### config.mk
export PLATFORM = sky130hd
export DESIGN_NAME = sliding_window_rate_limiter_unit
export DESIGN_NICKNAME = d
export VERILOG_FILES = /design/src/hw/rtl/swrl_pkg.sv /design/src/hw/rtl/sliding_window_rate_limiter_unit.sv /design/src/hw/rtl/swrl_cell.sv /design/src/hw/rtl/swrl_scan.sv
export SDC_FILE = /design/constraint.sdc
export NUM_CORES = 2
export LEC_CHECK = 0
export ABC_AREA = 1
export BUFFER_PORTS_ARGS = -buffer_cell sky130_fd_sc_hd__buf_4
export CAP_MARGIN = 5
export CORE_MARGIN = 2
export CORE_UTILIZATION = 40
export DETAILED_ROUTE_END_ITERATION = 10
export HOLD_SLACK_MARGIN = 0.03
export SETUP_SLACK_MARGIN = 0.3
export SLEW_MARGIN = 20
export SYNTH_ARGS = -nofsm -noshare
export SYNTH_HDL_FRONTEND = slang
export SYNTH_HIERARCHICAL = 1
export SYNTH_SLANG_ARGS = --single-unit
### constraint.sdc
create_clock -name clock -period 76.4 [get_ports clock]
set_clock_uncertainty 0.15 [all_clocks]
set_input_delay 11.46 -clock clock [delete_from_list [all_inputs] [get_ports clock]]
set_output_delay 11.46 -clock clock [all_outputs]
set_load 0.01 [all_outputs]
### src/hw/rtl/swrl_pkg.sv
// Package for the sliding-window rate limiter: field widths, register
// indexes, the controller state type and the scan control bundle.
// Depends on nothing; every other file of the block imports it.
package swrl_pkg;

   localparam int TIME_W      = 32;
   localparam int NEXT_W      = 33;
   localparam int COUNT_OUT_W = 7;
   localparam int MAXH_W      = 7;
   localparam int SCALE_W     = 9;
   localparam int RATE_W      = MAXH_W + SCALE_W;
   localparam int ADDR_W      = 3;
   localparam int DATA_W      = 32;

   localparam logic [SCALE_W-1:0] SCALE_FULL = SCALE_W'(256);

   localparam logic REG_MAX_PER_HOUR = 1'b0;
   localparam logic REG_RATE_SCALE   = 1'b1;

   typedef enum logic [1:0] {
      ST_IDLE,
      ST_SCAN,
      ST_FINISH
   } swrl_state_type;

   typedef struct packed {
      logic clear;
      logic step;
      logic entry_valid;
   } swrl_scan_ctrl_type;

endpackage

### src/hw/rtl/sliding_window_rate_limiter_unit.sv
// Top level of the sliding-window rate limiter: command port, APB register
// port, the history chain of swrl_cell instances and the swrl_scan unit.
// Depends on swrl_pkg, swrl_cell and swrl_scan.
//
// A command is taken when start is high and busy is low; busy then stays
// high through the scan and finish states, so no new command is taken
// until this one is through. The pace is set by the history chain, which
// rotates once past a single window comparator per command. The result
// beat appears on the rsp_ ports for exactly one cycle, marked by
// rsp_valid, in the cycle after busy falls; there is no back-pressure, so
// the receiver must take every beat as it comes. A new command may be
// started in that same cycle.
module sliding_window_rate_limiter_unit #(
   parameter int HISTORY_DEPTH  = 64,
   parameter int WINDOW_SECONDS = 3600
) (
   input  logic                              clock,
   input  logic                              reset,
   input  logic                              start,
   output logic                              busy,
   input  logic [swrl_pkg::TIME_W-1:0]       req_now,
   input  logic                              req_record,
   output logic                              rsp_valid,
   output logic                              rsp_can_release,
   output logic [swrl_pkg::COUNT_OUT_W-1:0]  rsp_count_in_window,
   output logic [swrl_pkg::NEXT_W-1:0]       rsp_next_time,
   input  logic                              psel,
   input  logic                              penable,
   input  logic                              pwrite,
   input  logic [swrl_pkg::ADDR_W-1:0]       paddr,
   input  logic [swrl_pkg::DATA_W-1:0]       pwdata,
   output logic [swrl_pkg::DATA_W-1:0]       prdata,
   output logic                              pready
);
   import swrl_pkg::*;

   localparam int CW    = $clog2(HISTORY_DEPTH + 1);
   localparam int IW    = $clog2(HISTORY_DEPTH);
   localparam int CMP_W = (CW + 8 > RATE_W) ? CW + 8 : RATE_W;
   localparam logic [NEXT_W-1:0] WINDOW = NEXT_W'(WINDOW_SECONDS);

   swrl_state_type state_ff;
   swrl_state_type state_in;

   logic [MAXH_W-1:0]  max_per_hour_ff;
   logic [MAXH_W-1:0]  max_per_hour_in;
   logic [SCALE_W-1:0] rate_scale_ff;
   logic [SCALE_W-1:0] rate_scale_in;
   logic [RATE_W-1:0]  rate_ff;
   logic [RATE_W-1:0]  rate_in;
   logic               cfg_write;

   logic [TIME_W-1:0]  now_ff;
   logic [TIME_W-1:0]  now_in;
   logic               record_ff;
   logic               record_in;
   logic [IW-1:0]      scan_idx_ff;
   logic [IW-1:0]      scan_idx_in;
   logic [CW-1:0]      stored_count_ff;
   logic [CW-1:0]      stored_count_in;

   logic               accept;
   logic               scan_last;
   logic               chain_load;
   logic               do_insert;
   swrl_scan_ctrl_type scan_ctrl;

   logic [TIME_W-1:0]  cell_q [HISTORY_DEPTH];
   logic [TIME_W-1:0]  cell_d [HISTORY_DEPTH];

   logic [CW-1:0]      win_count;
   logic [TIME_W-1:0]  win_oldest;
   logic               capacity;

   logic                   rsp_valid_ff;
   logic                   rsp_valid_in;
   logic                   rsp_can_release_ff;
   logic                   rsp_can_release_in;
   logic [COUNT_OUT_W-1:0] rsp_count_ff;
   logic [COUNT_OUT_W-1:0] rsp_count_in;
   logic [NEXT_W-1:0]      rsp_next_time_ff;
   logic [NEXT_W-1:0]      rsp_next_time_in;

   // Register port.
   assign pready    = 1'b1;
   assign cfg_write = psel && penable && pwrite;

   always_comb begin
      max_per_hour_in = max_per_hour_ff;
      rate_scale_in   = rate_scale_ff;
      if (cfg_write) begin
         case (paddr[2])
            REG_MAX_PER_HOUR: max_per_hour_in = pwdata[MAXH_W-1:0];
            REG_RATE_SCALE: begin
               rate_scale_in = (pwdata[SCALE_W-1:0] > SCALE_FULL) ?
                               SCALE_FULL : pwdata[SCALE_W-1:0];
            end
            default: max_per_hour_in = max_per_hour_ff;
         endcase
      end
      rate_in = RATE_W'(max_per_hour_ff) * RATE_W'(rate_scale_ff);
   end

   always_comb begin
      case (paddr[2])
         REG_MAX_PER_HOUR: prdata = DATA_W'(max_per_hour_ff);
         REG_RATE_SCALE:   prdata = DATA_W'(rate_scale_ff);
         default:          prdata = '0;
      endcase
   end

   // Controller.
   assign accept    = start && (state_ff == ST_IDLE);
   assign scan_last = (scan_idx_ff == IW'(HISTORY_DEPTH - 1));

   always_comb begin
      state_in = state_ff;
      case (state_ff)
         ST_IDLE:   if (start) state_in = ST_SCAN;
         ST_SCAN:   if (scan_last) state_in = ST_FINISH;
         ST_FINISH: state_in = ST_IDLE;
         default:   state_in = ST_IDLE;
      endcase
   end

   always_comb begin
      busy                  = 1'b0;
      scan_ctrl.clear       = 1'b0;
      scan_ctrl.step        = 1'b0;
      do_insert             = 1'b0;
      case (state_ff)
         ST_IDLE: begin
            scan_ctrl.clear = start;
         end
         ST_SCAN: begin
            busy           = 1'b1;
            scan_ctrl.step = 1'b1;
         end
         ST_FINISH: begin
            busy      = 1'b1;
            do_insert = record_ff;
         end
         default: busy = 1'b0;
      endcase
      scan_ctrl.entry_valid = ((CW+1)'(scan_idx_ff) + (CW+1)'(stored_count_ff))
                              >= (CW+1)'(HISTORY_DEPTH);
   end

   always_comb begin
      now_in          = accept ? req_now : now_ff;
      record_in       = accept ? req_record : record_ff;
      scan_idx_in     = scan_ctrl.step ? scan_idx_ff + IW'(1) : '0;
      stored_count_in = stored_count_ff;
      if (do_insert && (stored_count_ff < CW'(HISTORY_DEPTH))) begin
         stored_count_in = stored_count_ff + CW'(1);
      end
   end

   always_ff @(posedge clock) begin
      if (reset) begin
         state_ff        <= ST_IDLE;
         max_per_hour_ff <= '0;
         rate_scale_ff   <= SCALE_FULL;
         stored_count_ff <= '0;
         scan_idx_ff     <= '0;
         rsp_valid_ff    <= 1'b0;
      end else begin
         state_ff        <= state_in;
         max_per_hour_ff <= max_per_hour_in;
         rate_scale_ff   <= rate_scale_in;
         stored_count_ff <= stored_count_in;
         scan_idx_ff     <= scan_idx_in;
         rsp_valid_ff    <= rsp_valid_in;
      end
   end

   always_ff @(posedge clock) begin
      rate_ff            <= rate_in;
      now_ff             <= now_in;
      record_ff          <= record_in;
      rsp_can_release_ff <= rsp_can_release_in;
      rsp_count_ff       <= rsp_count_in;
      rsp_next_time_ff   <= rsp_next_time_in;
   end

   // History chain. The newest event sits in cell 0; a full rotation during
   // the scan brings every cell back to where it started.
   assign chain_load = scan_ctrl.step || do_insert;

   always_comb begin
      cell_d[0] = scan_ctrl.step ? cell_q[HISTORY_DEPTH-1] : now_ff;
      for (int i = 1; i < HISTORY_DEPTH; i++) begin
         cell_d[i] = cell_q[i-1];
      end
   end

   for (genvar g = 0; g < HISTORY_DEPTH; g++) begin : g_cell
      swrl_cell u_cell (
         .clock (clock),
         .load  (chain_load),
         .d_in  (cell_d[g]),
         .q_out (cell_q[g])
      );
   end

   swrl_scan #(
      .HISTORY_DEPTH  (HISTORY_DEPTH),
      .WINDOW_SECONDS (WINDOW_SECONDS)
   ) u_scan (
      .clock      (clock),
      .ctrl       (scan_ctrl),
      .now        (now_ff),
      .entry_time (cell_q[HISTORY_DEPTH-1]),
      .count      (win_count),
      .oldest     (win_oldest)
   );

   // Result beat.
   always_comb begin
      capacity           = CMP_W'({win_count, 8'd0}) < CMP_W'(rate_ff);
      rsp_valid_in       = (state_ff == ST_FINISH);
      rsp_can_release_in = capacity;
      rsp_count_in       = COUNT_OUT_W'(win_count);
      if (rate_ff == '0) begin
         rsp_next_time_in = {1'b0, now_ff} + WINDOW;
      end else if (capacity) begin
         rsp_next_time_in = {1'b0, now_ff};
      end else begin
         rsp_next_time_in = {1'b0, win_oldest} + WINDOW;
      end
   end

   assign rsp_valid           = rsp_valid_ff;
   assign rsp_can_release     = rsp_can_release_ff;
   assign rsp_count_in_window = rsp_count_ff;
   assign rsp_next_time       = rsp_next_time_ff;

endmodule

### src/hw/rtl/swrl_cell.sv
// One cell of the timestamp history chain: holds one stored event time and
// takes its neighbor's time whenever the chain moves.
// Depends on swrl_pkg.
module swrl_cell (
   input  logic                        clock,
   input  logic                        load,
   input  logic [swrl_pkg::TIME_W-1:0] d_in,
   output logic [swrl_pkg::TIME_W-1:0] q_out
);
   import swrl_pkg::*;

   logic [TIME_W-1:0] time_ff;
   logic [TIME_W-1:0] time_in;

   always_comb begin
      time_in = load ? d_in : time_ff;
   end

   always_ff @(posedge clock) begin
      time_ff <= time_in;
   end

   assign q_out = time_ff;

endmodule

### src/hw/rtl/swrl_scan.sv
// Window scanner at the end of the history chain: while step is high, tests
// one stored time per cycle against the window; keeps in-window count, oldest.
// Depends on swrl_pkg.
module swrl_scan #(
   parameter int HISTORY_DEPTH  = 64,
   parameter int WINDOW_SECONDS = 3600
) (
   input  logic                                    clock,
   input  swrl_pkg::swrl_scan_ctrl_type            ctrl,
   input  logic [swrl_pkg::TIME_W-1:0]             now,
   input  logic [swrl_pkg::TIME_W-1:0]             entry_time,
   output logic [$clog2(HISTORY_DEPTH+1)-1:0]      count,
   output logic [swrl_pkg::TIME_W-1:0]             oldest
);
   import swrl_pkg::*;

   localparam int CW = $clog2(HISTORY_DEPTH + 1);
   localparam logic [NEXT_W-1:0] WINDOW = NEXT_W'(WINDOW_SECONDS);

   logic [CW-1:0]     count_ff;
   logic [CW-1:0]     count_in;
   logic [TIME_W-1:0] oldest_ff;
   logic [TIME_W-1:0] oldest_in;
   logic              have_ff;
   logic              have_in;
   logic              in_window;

   always_comb begin
      in_window = ({1'b0, entry_time} + WINDOW) >= {1'b0, now};
      count_in  = count_ff;
      oldest_in = oldest_ff;
      have_in   = have_ff;
      if (ctrl.clear) begin
         count_in = '0;
         have_in  = 1'b0;
      end else if (ctrl.step && ctrl.entry_valid && in_window) begin
         count_in = count_ff + CW'(1);
         have_in  = 1'b1;
         if (!have_ff || (entry_time < oldest_ff)) begin
            oldest_in = entry_time;
         end
      end
   end

   always_ff @(posedge clock) begin
      count_ff  <= count_in;
      oldest_ff <= oldest_in;
      have_ff   <= have_in;
   end

   assign count  = count_ff;
   assign oldest = oldest_ff;

endmodule

After elaboration in Yosys (flattened, before gate mapping). Cells that the tools add are included.

Register bits after elaboration: 2210. Latch bits: 0. Memory bits (writable): 0. Bits in read-only memories: 0. Input port bits: 74. Output and inout bits: 76. Word-level logic and storage cells: 130. Memories: 0.

Add/subtract/negate cells: 7. $mul: 1. Div/mod/pow operators: 0. Order comparisons: 6. Equal/unequal tests: 5. Shifts and indexed selects: 0. Muxes and demuxes: 12. Bitwise operators: 3. Reductions and logical operators: 17.

Operators by type and width (number): adder 32 x 12 -> 33 bit (second input constant) (3); two-way mux 33 bit (2); case mux 32 bit (2 select lines) (1); >= comparator 33 x 32 -> 1 bit (1); < comparator 32 bit (1); two-way mux 32 bit (1); logical NOT 16 bit (1); < comparator 15 x 16 -> 1 bit (1); multiplier 7 x 9 -> 16 bit (1); adder 7 x 1 -> 7 bit (second input constant) (2); greater-than comparator 9 bit (second input constant) (1); two-way mux 9 bit (1); adder 6 x 7 -> 8 bit (1); >= comparator 8 x 7 -> 1 bit (second input constant) (1); < comparator 7 bit (second input constant) (1); adder 6 x 1 -> 6 bit (second input constant) (1); == test 6 bit (second input constant) (1); logical AND 1 bit (6); AND reduction 2 bit (3); two-way mux 1 bit (4); two-way mux 2 bit (2); != test 2 bit (second input constant) (2); case mux 2 bit (2 select lines) (1); OR reduction 2 bit (2); 7 further kinds (10).

Longest topological paths before layout.
Depth in word-level cells: 5. Depth in mapped cells: 26.

By module. The synthesis kept the hierarchy.

Modules (own cells, without submodules): swrl_cell (times used 64, cells an instance 32, area each 960.9 um^2); sliding_window_rate_limiter_unit (times used 1, cells an instance 1258, area each 8908.5 um^2); swrl_scan (times used 1, cells an instance 468, area each 3693.5 um^2).

Worst setup path after synthesis. No wires, ideal clock.

Path type: register to register. From: register state_ff[1]. To: register g_cell[0].u_cell.time_ff[0] (enable). Setup time: 13945 ps. Arrival time: 33890 ps. Slack: 28415 ps. Cell stages (with the launch flop): 6. Cell sequence: dfxtp_1 inv_1 ha_1 clkbuf_1 inv_1 nand2_1.

RTL lines: start: declaration (RTL line sliding_window_rate_limiter_unit.sv:42) `swrl_state_type state_ff;`; start signal: assignment (RTL line sliding_window_rate_limiter_unit.sv:168) `state_ff <= state_in;`; end signal: assignment (RTL line swrl_cell.sv:20) `time_ff <= time_in;`; end: declaration (RTL line swrl_cell.sv:12) `logic [TIME_W-1:0] time_ff;`.

Worst setup path in the final report.
From: input paddr[2] (netlist name). To: output prdata[6] (netlist name).

Word-level cells in the longest chain between the ends: 2.

RTL lines: start: declaration (RTL line sliding_window_rate_limiter_unit.sv:30) `input logic [swrl_pkg::ADDR_W-1:0] paddr,`; NOT 1 bit; case mux 32 bit (2 select lines) (*) (RTL line sliding_window_rate_limiter_unit.sv:105) `case (paddr[2])`; end: declaration (RTL line sliding_window_rate_limiter_unit.sv:32) `output logic [swrl_pkg::DATA_W-1:0] prdata,`.

Every way passes the cells marked *; elsewhere a longest branch is shown, timed or not. The select of a mux whose other input is x is not followed.

==> impl_metrics.toml <==
[clock_network]
cts_sinks = 2210
cts_inserted_buffers = 208
clk_latency_ns = 0.86
cts-root-to-sink-buffers = 3
hold_buffers = 0
cts_tree = "built"
clock_tree.root_cell = "clkbuf_16"
path_clk_slew_ns = 0.06
cts-htree-levels = 4
ctsResizeCount = 0
post_cts_buffers = 0

[detailed_routing]
drc = 0
viasPerCell = 4.54
ant_nets = 0
totalWireLength_um = 113000
num_vias = 30491
post_drt_wl_per_cell_um = 16.9
drt_first_iter_violations = 2671
dr.pass1.iters = 8

[placement]
globalplace.congestion = 0.866
dp.cells = 6320
portBuffers = 100
dp_hpwl_um = 67300

[synth]
synth_top_area_share_pct = 85.6
synth_xor_area_share_pct = 0.567
ys_seq_area_share_pct = 88.2
synth-simple-area-share_pct = 4.73
yosys.area.top_type = "edfxtp_1"
syn_inst = 3774
synthesis.area_um2 = 74100
synth_cell_types = 49
synth_mux_area_share_pct = 0
synth_top_family_by_area = "simple AND/OR/NAND/NOR gates"
avgSynthCellArea_um2 = 19.6
yosys-top-cells-area = "edfxtp_1, dfxtp_1, nand2_1"
yosysWarnings = 6
synth_compound_area_share_pct = 1.40
ys_ff_latch = 2210
synth_fa_ha_area_share_pct = 2.97

[setup_path]
crit_top_cell = "buf_4"
end_kind = "output port"
start_kind = "primary input"
path_class = "primary input to output port"
crit_chain = "buf_4 -> inv_2 -> nand2_1 -> o21ai_0 -> buf_4"
cpLargestDelayFamily = "buffers and inverters"
path_max_fanout = 10
cp_slowest_cell = "buf_4"
crit_buf_inv = 3
required_ns = 64.79
cpPeakStageDelay_ns = 0.17
critPathArrivalTime_ns = 12.11

[floorplan]
start_util_pct = 40.3
io_pins = 150
die-area_um2 = 189000
dieHeight_um = 434
fp-row-count = 157
die_w_um = 434
core_um2 = 184000

[pwr]
irDropWorstVdd_uv = 21.1
p_leak_nw = 29.8
cellPowerDensity_nw_per_um2 = 32.3

[timing]
hold_viol_final = 0
fmax_mhz = 42.2
drv_slew = 0
worst_slew_pin_slew_ns = 1.14
rsz0062_at_grt = "no"
period_share_pct = 31.0
post-route-min-period_ns = 23.72
relSlewSlack_pct = 23.3
report.final.setup_viol = 0
finalSetupTns_ns = 0

[finish]
utilization_pct = 46.2
syn_to_final_growth_pct = 14.5
num-nets-final = 4297
seqCellArea_um2 = 65400
finalNonFillerCells = 6713
fill_cells = 15247
multi_input_area_um2 = 7270
layout-drive-gt1-share_pct = 11.2

[status]
status = "finished clean"

[min_path]
hold_path.class = "flop to flop"

[global_route]
grt_usage_pct = 12.0
grt_pass1_wl_um = 172000
antenna_found_initial = 4
grt-ovfl-total = 0
grt_max_degree = 216
grt_pass1_vias = 29326

[flow_run]
maxCapViolations = 0
==> state kept, by name, indices dropped and copies added (netlist names) <==
| name | count |
|---|---|
| g_cell.u_cell/q_out | 2048 |
| rsp_next_time | 33 |
| now_ff | 32 |
| u_scan/oldest | 32 |
| rate_ff | 16 |
| rate_scale_ff | 9 |
| max_per_hour_ff | 7 |
| rsp_count_in_window | 7 |
| stored_count_ff | 7 |
| u_scan/count | 7 |
| scan_idx_ff | 6 |
| state_ff | 2 |
| record_ff | 1 |
| rsp_can_release | 1 |
| rsp_valid | 1 |
| u_scan/have_ff | 1 |
==> cell usage in the layout (no fill, tap or decap), drive strengths merged, types with 13 or more instances in the layout <==
master  instances
o21ai          93
xor2           29
a21oi          77
buf           125
bufinv         20
clkbuf        259
clkinv         86
inv           309
conb           24
nand3         118
nand2         459
edfxtp       2113
xnor2          19
ha            120
dfxtp          97
nand4          29
nor2          147
fa             35
diode          13
nor3           22
==> power by group <==
part,internal [W],switching [W],total [W],leakage [nW]
registers,0.00153,0.0000466,0.00158,20.7
clock network,0.000578,0.000442,0.00102,3.30
logic,0.0000283,0.000117,0.000145,5.81
==> metal layers <==
layer	GRT usage (%)	wire length [um]	part of all wire (%)	vias up
li1	-	-	-	14474
met5	0	0	0	-
met3	2.58	4440	3.9	278
met2	17.8	51500	45	528
met1	16.8	52000	46	15211
met4	6.29	5310	4.7	0
==> worst reg2reg max path: stages, from the launching register on <==
cell,delay (ns)
dfxtp_1,0.31
inv_1,0.12
ha_2,0.18
buf_4,0.51
inv_1,0.36
nand2_4,0.74
buf_4,0.90
buf_4,0.89
buf_12,0.65
buf_4,0.84
buf_4,0.96
buf_6,0.76
==> synth_stat cells, drive strengths merged <==
library cell	count
and3	1
nand3b	12
clkbuf	25
o21bai	4
or2	1
ha	120
o21ai	93
nor4	4
buf	38
nor3b	2
nand4	29
a22oi	2
fa	35
and2	1
xnor2	19
nand2	459
o221ai	2
o211ai	2
nor2	147
nor3	22
nand2b	1
conb	2
o221a	1
a211oi	3
edfxtp	2113
dfxtp	97
a21o	4
clkinv	2
a21oi	77
inv	304
nand3	118
o21a	3
a21boi	2
xor2	29
==> per-stage QoR <==
stage          instance area (um2)  hold slack [ns]  total power (W)  worst slack [ns]
5_1_grt                      84800            0.223          0.00285             52.61
3_3_place_gp                 77900            0.250          0.00175             52.68
6_report                     84800            0.214          0.00274             52.68
3_5_place_dp                 77900            0.255          0.00175             52.69
4_1_cts                      84800            0.210          0.00278             52.69
2_1_floorplan                74200            0.218          0.00206             28.41
==> final timing paths <==
check | start | endpoint | slack (ns) | depth (start not counted)
worst max register to register | state_ff[1] | g_cell[62].u_cell/q_out[31] | 68.63 | 11
worst min-delay path | g_cell[3].u_cell/q_out[29] | g_cell[4].u_cell/q_out[29] | 0.21 | 0
worst min register to register | g_cell[3].u_cell/q_out[29] | g_cell[4].u_cell/q_out[29] | 0.21 | 0
worst max-delay path | paddr[2] | prdata[6] | 52.68 | 5
==> kinds of logic after synthesis <==
family / Yosys count
flip-flops: 2210
AND/OR/NAND/NOR: 797
buffers and inverters: 369
AO/OA/AOI/OAI: 193
adder cells (fa/ha/maj): 155
XOR/XNOR: 48
other: 2
==> final cells by class <==
cell class / instances / share of cell area [%]
multi-input combinational: 1217 / 8.57
clock buffer: 259 / 6.41
antenna: 13 / 0.0383
sequential: 2210 / 77.1
clock inverter: 119 / 1.70
timing repair buffer: 125 / 1.21
inverter: 306 / 1.35
tap: 2464 / 3.63
Note: power is estimated with default switching activity, not from simulation.
